<file path="config.mk">
export PLATFORM = sky130hd
export DESIGN_NAME = pcrq_ram
export DESIGN_NICKNAME = d
export VERILOG_FILES = /design/src/pcrq_ram.sv
export SDC_FILE = /design/constraint.sdc
export NUM_CORES = 1
export LEC_CHECK = 0
export ABC_AREA = 1
export BUFFER_PORTS_ARGS = -buffer_cell sky130_fd_sc_hd__buf_2
export CORE_MARGIN = 2
export CORE_UTILIZATION = 55
export DETAILED_ROUTE_END_ITERATION = 16
export GPL_ROUTABILITY_DRIVEN = 0
export PLACE_DENSITY_LB_ADDON = 0.05
export SETUP_SLACK_MARGIN = 0.1
export SLEW_MARGIN = 20
export SYNTH_ARGS = -nofsm -noshare
export SYNTH_HDL_FRONTEND = slang
export SYNTH_SLANG_ARGS = --single-unit
</file>
<file path="constraint.sdc">
create_clock -name clk_i -period 1.34 [get_ports clk_i]
set_input_delay 0.134 -clock clk_i [delete_from_list [all_inputs] [get_ports clk_i]]
set_output_delay 0.134 -clock clk_i [all_outputs]
set_load 0.005 [all_outputs]
</file>
<file path="src/pcrq_ram.sv">
// ----------------------------------------------------------------------------
// pcrq_ram
// Generic single write port, single read port RAM with registered read.
// ----------------------------------------------------------------------------
module pcrq_ram #(
  parameter int unsigned WIDTH = 16,
  parameter int unsigned DEPTH = 16,
  localparam int unsigned AW = (DEPTH > 1) ? $clog2(DEPTH) : 1
) (
  input  logic             clk_i,
  input  logic             we_i,
  input  logic [AW-1:0]    waddr_i,
  input  logic [WIDTH-1:0] wdata_i,
  input  logic [AW-1:0]    raddr_i,
  output logic [WIDTH-1:0] rdata_o
);

  logic [WIDTH-1:0] mem_q [DEPTH];

  always_ff @(posedge clk_i) begin
    if (we_i) begin
      mem_q[waddr_i] <= wdata_i;
    end
    rdata_o <= mem_q[raddr_i];
  end

endmodule

</file>
==> results of run 1 <==
==> stage by stage <==
step / area, µm² / TNS [ps] / utilization, % / worst slack, ps / cells
final: 13300 / 0 / 65.4 / 142 / 1449
after global routing: 13300 / 0 / 65.4 / 110 / 1448
after CTS: 13300 / 0 / 65.4 / 100 / 1448
after detailed placement: 12300 / 0 / 60.7 / 16.2 / 1389
after global placement: 12300 / 0 / 60.7 / 9.66 / 1389
after floorplan: 11400 / -14920 / - / -93.6 / 1074
==> per-layer routing <==
| metal | share of wire, % | wire length [µm] | global-route usage (%) |
|---|---|---|---|
| met1 | 43 | 11600 | 37.3 |
| met2 | 48 | 12800 | 40.7 |
| met3 | 6.8 | 1840 | 3.67 |
| met4 | 2.3 | 626 | 6.48 |
| met5 | 0 | 0 | 0 |
==> layout make-up <==
cell class | count | area [µm²]
sequential | 272 | 8010
clock inverter | 5 | 27.5
clock buffer | 48 | 867
inverter | 198 | 746
tap | 270 | 338
antenna | 1 | 2.50
fill | 1615 | 7030
timing repair buffer | 102 | 918
multi-input combinational | 553 | 2360
==> sequential cells by signal (all words and copies together) (netlist names) <==
signal / cells
mem_q: 256
rdata_o: 16
==> worst paths after layout <==
path	start	to	slack, ps	cells past startpoint
hold reg to reg	mem_q[10][8]$_DFFE_PP_	rdata_o[8]$_DFF_P_	650	6
setup reg to reg	mem_q[8][5]$_DFFE_PP_	rdata_o[5]$_DFF_P_	330	6
setup / recovery	rdata_o[9]$_DFF_P_	rdata_o[9]	140	1
hold / removal	wdata_i[15]	mem_q[13][15]$_DFFE_PP_	20	1
==> cells by family (layout without fill, tap and decap cells) <==
group | after synthesis | after routing
flip-flops | 272 | 272
buffers and inverters | 249 | 353
other | 0 | 1
AND/OR/NAND/NOR | 553 | 553
==> layout by cell type, fill, tap and decap left out, types with 2 or more instances in the layout <==
cell / synthesis / final
nand2_1: 341 / 341
edfxtp_1: 256 / 256
inv_1: 196 / 196
nand3_1: 193 / 193
buf_2: 19 / 40
buf_4: 18 / 37
clkbuf_16: 0 / 29
buf_12: 0 / 19
nor2_2: 0 / 16
dfxtp_1: 16 / 14
clkbuf_1: 10 / 12
clkbuf_8: 0 / 7
dlygate4sd3_1: 0 / 6
clkinv_2: 0 / 3
nand3b_1: 2 / 2
dfxtp_2: 0 / 2
==> power groups by stage <==
stage               clock (µW)  sequential, µW  combinational, µW
floorplan                    0            9740                645
global placement             0            9760               1210
detailed placement           0            9760               1220
CTS                       7540            9580               1240
global route              7890            9590               1360
finish                    7440            9580               1230
==> what timing repair did <==
action	4_1_cts	5_1_grt
endpoints found under the hold margin	76	0
gates resized for setup	1	1
hold buffers	6	0
endpoints found under the setup margin	1	1
==> out/metrics.csv, run 1 <==
stage;metric;value;unit
cts;CTS tree;done;
cts;CTS max path bufs;3;
final_layout;proportion of layout cells with a drive suffix above 1;13.2;%
route;post-route ant nets;0;
route;Initial DRC Count;741;
synth;syn_nets;1100;
die;Die ar.;21900;µm²
synth;Synth Area per Inst;10.6;µm²
critical_path;Setup crit end kind;output port;
die;Top Ports;42;
power;Sw Pwr;3960;µW
critical_path;worst-path cell chain;buf_2;
synth;register bit total from synthesis;272;
route;detailed-route wire length;26.9;mm
synth;commonest cells in the netlist;nand2_1 (341), edfxtp_1 (256), inv_1 (196), nand3_1 (193), buf_2 (19);
power;Flop pwr share;52.5;%
grt;first-pass GRT wire length;41.5;mm
critical_path;startpoint types;register;
power;Switching Fraction;21.7;%
synth;Post-Syn Area;11400;µm²
critical_path;Worst Path Buf+Inv;1;
die;standard-cell rows;52;
timing;Slew HR;74.6;%
die;Die Wd;148;µm
cts;CTS Sinks;272;
power;total design power;18300;µW
die;die height;148;µm
grt;initial antenna violation count;2;
timing;Worst Max-Slew Pin Slew;381;ps
timing;final period utilization;89.4;%
timing;RSZ-0062 raised after global routing;false;
critical_path;critical path's largest stage delay;370;ps
synth;number of flops mapped to enable cells by yosys;256;
timing;Slew Limit Fails;0;
route;DR pass1 iterations;5;
route;via count;7481;
synth;complex-gate fraction of the synthesized area;0;%
timing;skew final;14.7;ps
synth;adder-cell share of the synthesized area;0;%
synth;FFs w/ async S/R, synth;0;%
cts;root buf cell;clkbuf_16;
route;Routed wire per std cell;18.6;µm
route;Via-to-Cell Ratio;5.16;
power;Leak;0.00575;µW
cts;H-Tree Depth;1;
critical_path;Crit path required time;1210;ps
grt;largest net degree at the start of global routing;37;
synth;largest family of logic cells by synthesized area;simple AND/OR/NAND/NOR gates;
synth;cells after synthesis;1074;
synth;Yosys top cell by area;edfxtp_1;
synth;Post-Synth Simple-Gate Area;20.4;%
grt;Tot GR Track Use;25.4;%
run_status;status;completed;
cts;Clock transition at path regs;60;ps
place;hpwl dp;16.7;mm
timing;fin crit period;1200;ps
power;Worst VDD drop;0.00114;V
critical_path;critical path class;reg -> out;
timing;final hold vios;0;
synth;top cells by area, synth;edfxtp_1 (68%), nand2_1 (11%), nand3_1 (8.5%);
cts;Worst-Skew Late Latency;540;ps
synth;Seq/Total Area, Yosys;70.4;%
synth;Synth warnings;0;
synth;top cell type's share of synthesized area;67.5;%
grt;vias in the first global route;6979;
synth;Synth Area in XOR/XNOR;0;%
hold_path;worst min path class;in -> reg;
power;Internal;14300;µW
route;DRC;0;
job;Max Cap Violations;0;
synth;top_reg_cell synth;edfxtp_1;
cts;Post-CTS Setup Bufs;0;
cts;TritonCTS buffer count;29;
die;core area;20300;µm²
place;IO Port Bufs;41;
timing;fmax;0.835;GHz
die;initial core utilization;56.1;%
critical_path;CP Max Fanout;1;
power;clock share of power;40.8;%
timing;# setup viols final;0;
final_layout;Final nets;1182;
final_layout;area growth from synthesis to layout;16.6;%
synth;mux cell area share after synthesis;0;%
timing;Fin Hold WS;15.6;ps
synth;Yosys cell types;13;
critical_path;family with the most delay on the worst path;flip-flops;
power;PD cells;1380;nW/µm²
power;Combinational Power Share;6.8;%
critical_path;WP data arrival;1060;ps
grt;GRT overflow;0;
synth;top-count cell post-synth;nand2_1;
critical_path;slowest CP cell;dfxtp_1;
Note: power is estimated with default switching activity, not from simulation.
==> inputs of run 2 (changes only) <==
clock period = 1.3 ns   (was 1.34 ns; I/O delays follow)
==> run 2 against run 1 <==
Net effect:
- routed wire length did not move
- die area stayed put
- combinational power hardly changed
- non-clock buffer count decreased by 2
- largest cell class unchanged
- highest routed layer is now met5
==> out/metrics.csv, run 2 (same netlist as run 1, synthesis figures left out) <==
stage;metric;value;unit
run_status;status;completed;
final_layout;Final nets;1180;
timing;final period utilization;89.0;%
route;Via-to-Cell Ratio;5.15;
cts;Clock transition at path regs;60;ps
critical_path;critical path class;reg -> out;
critical_path;R2R Path End;rdata_o[6]$_DFF_P_;
cts;Worst-Skew Late Latency;530;ps
hold_path;hold path cells;1;
die;Die Wd;148;µm
critical_path;family with the most delay on the worst path;flip-flops;
cts;TritonCTS buffer count;29;
final_layout;commonest non-fill, non-tap cell in the layout;nand2_1;
timing;# setup viols final;0;
final_layout;biggest regs;mem_q: 256 flops, rdata_o: 16 flops;
place;IO Port Bufs;41;
route;DR pass1 iterations;7;
timing;Slew Limit Fails;0;
timing;final worst slack;143;ps
die;Top Ports;42;
route;via count;7457;
route;post-route ant nets;0;
die;standard-cell rows;52;
critical_path;Crit Reg-Reg Startpoint;mem_q[5][6]$_DFFE_PP_;
timing;skew final;11.1;ps
cts;CTS tree;done;
critical_path;critical path's largest stage delay;370;ps
final_layout;proportion of layout cells with a drive suffix above 1;13.9;%
power;Flop pwr share;51.4;%
die;initial core utilization;56.1;%
route;wl on met1;12.0;mm
cts;Post-CTS Setup Bufs;0;
final_layout;final instance area;13300;µm²
final_layout;area growth from synthesis to layout;17.0;%
grt;Tot GR Track Use;25.3;%
timing;fmax;0.864;GHz
grt;initial antenna violation count;3;
critical_path;slowest CP cell;dfxtp_2;
grt;largest net degree at the start of global routing;37;
power;Worst VDD drop;0.00122;V
grt;vias in the first global route;7058;
place;worst slack, placed;-13.3;ps
grt;GRT overflow;0;
critical_path;Worst R2R Path Depth;6;
cts;H-Tree Depth;1;
power;Combinational Power Share;6.6;%
die;die height;148;µm
final_layout;fillcell total;1597;
final_layout;max reg flops;256;
power;Internal;15100;µW
job;Max Cap Violations;0;
timing;final hold vios;0;
timing;fin crit period;1160;ps
place;hpwl dp;16.7;mm
critical_path;WP data arrival;1030;ps
power;Switching Fraction;21.4;%
final_layout;Largest Register;mem_q;
route;DRC;0;
route;Met3 Routed Length;1.66;mm
cts;CTS Sinks;272;
hold_path;Hold EP;mem_q[12][4]$_DFFE_PP_;
route;DR top layer;met5;
power;Sw Pwr;4120;µW
cts;CTS max path bufs;3;
die;core area;20300;µm²
timing;Fin Setup TNS;0;ps
route;detailed-route wire length;26.9;mm
timing;RSZ-0062 raised after global routing;false;
final_layout;multi-input logic area;2360;µm²
final_layout;register area;8020;µm²
route;Initial DRC Count;612;
final_layout;Layout Cells excl Fill;1447;
hold_path;hold path startpoint;wdata_i[4];
grt;first-pass GRT wire length;41.5;mm
power;PD cells;1440;nW/µm²
power;Leak;0.00577;µW
critical_path;startpoint types;register;
die;Die ar.;21900;µm²
hold_path;worst min path class;in -> reg;
timing;Slew HR;75.6;%
place;Inst Count DP;1389;
critical_path;r2r setup slk;330;ps
cts;root buf cell;clkbuf_16;
power;clock share of power;42.0;%
critical_path;Crit path required time;1170;ps
final_layout;most frequent cells in the layout;nand2_1 (341), edfxtp_1 (256), inv_1 (196);
place;Placed Area;12300;µm²
critical_path;worst-path cell chain;buf_2;
route;Routed wire per std cell;18.6;µm
timing;Worst Max-Slew Pin Slew;365;ps
critical_path;Setup crit end kind;output port;
critical_path;Worst Path Buf+Inv;1;
critical_path;CP Max Fanout;1;
route;routed length on met2;12.6;mm
run 2: changes by cell type in the layout (fill, tap and decap cells not counted), sizes merged:
| cell | before | now |
|---|---|---|
| clkinv | 5 | 8 |
| clkbuf | 48 | 42 |
| bufinv | 0 | 2 |
| clkinvlp | 0 | 1 |
| dlygate4sd3 | 6 | 4 |
run 2: layer usage:
layer / vias to the layer above / global-route usage (%)
met2: 225 / 40.1
met5: - / 0
met3: 47 / 3.67
met1: 3559 / 37.2
met4: 2 / 6.90
li1: 3624 / -
run 2: worst max path at each step:
stage | from | end | cells after the start
after floorplan | waddr_i[2] | mem_q[10][0]$_DFFE_PP_ | 2
after global placement | waddr_i[2] | mem_q[10][10]$_DFFE_PP_ | 4
after detailed placement | waddr_i[2] | mem_q[10][10]$_DFFE_PP_ | 4
after CTS | rdata_o[4]$_DFF_P_ | rdata_o[4] | 1
after global routing | rdata_o[8]$_DFF_P_ | rdata_o[8] | 1
final | rdata_o[8]$_DFF_P_ | rdata_o[8] | 1
run 2: through the flow:
stage	util, %	hold slack, ps	total power (µW)
2_1_floorplan	-	229	10700
3_3_place_gp	60.7	506	11300
3_5_place_dp	60.7	504	11300
4_1_cts	65.6	0.342	19400
5_1_grt	65.6	4.22	19900
6_report	65.6	8.81	19200
run 2: power by group through the flow:
stage,clock [µW],sequential [µW],combinational [µW]
after CTS,8200,9880,1280
after detailed placement,0,10100,1260
after global placement,0,10100,1240
after global routing,8570,9890,1390
final,8080,9880,1260
after floorplan,0,10000,665
run 2: timing repair:
item / 4_1_cts / 5_1_grt
resized for setup: 4 / 1
hold buffers: 4 / 0
hold endpoints to repair: 62 / 0
cloned: 0 / 0
pin swaps: 0 / 0
endpoints found under the setup margin: 4 / 1
run 2: area by class of cell:
type | instances | area share (%)
Multi-Input combinational cell | 553 | 17.8
Antenna cell | 1 | 0.0188
Inverter | 198 | 5.60
Tap cell | 270 | 2.54
Clock buffer | 42 | 6.34
Sequential cell | 272 | 60.2
Clock inverter | 11 | 0.789
Timing Repair Buffer | 100 | 6.75
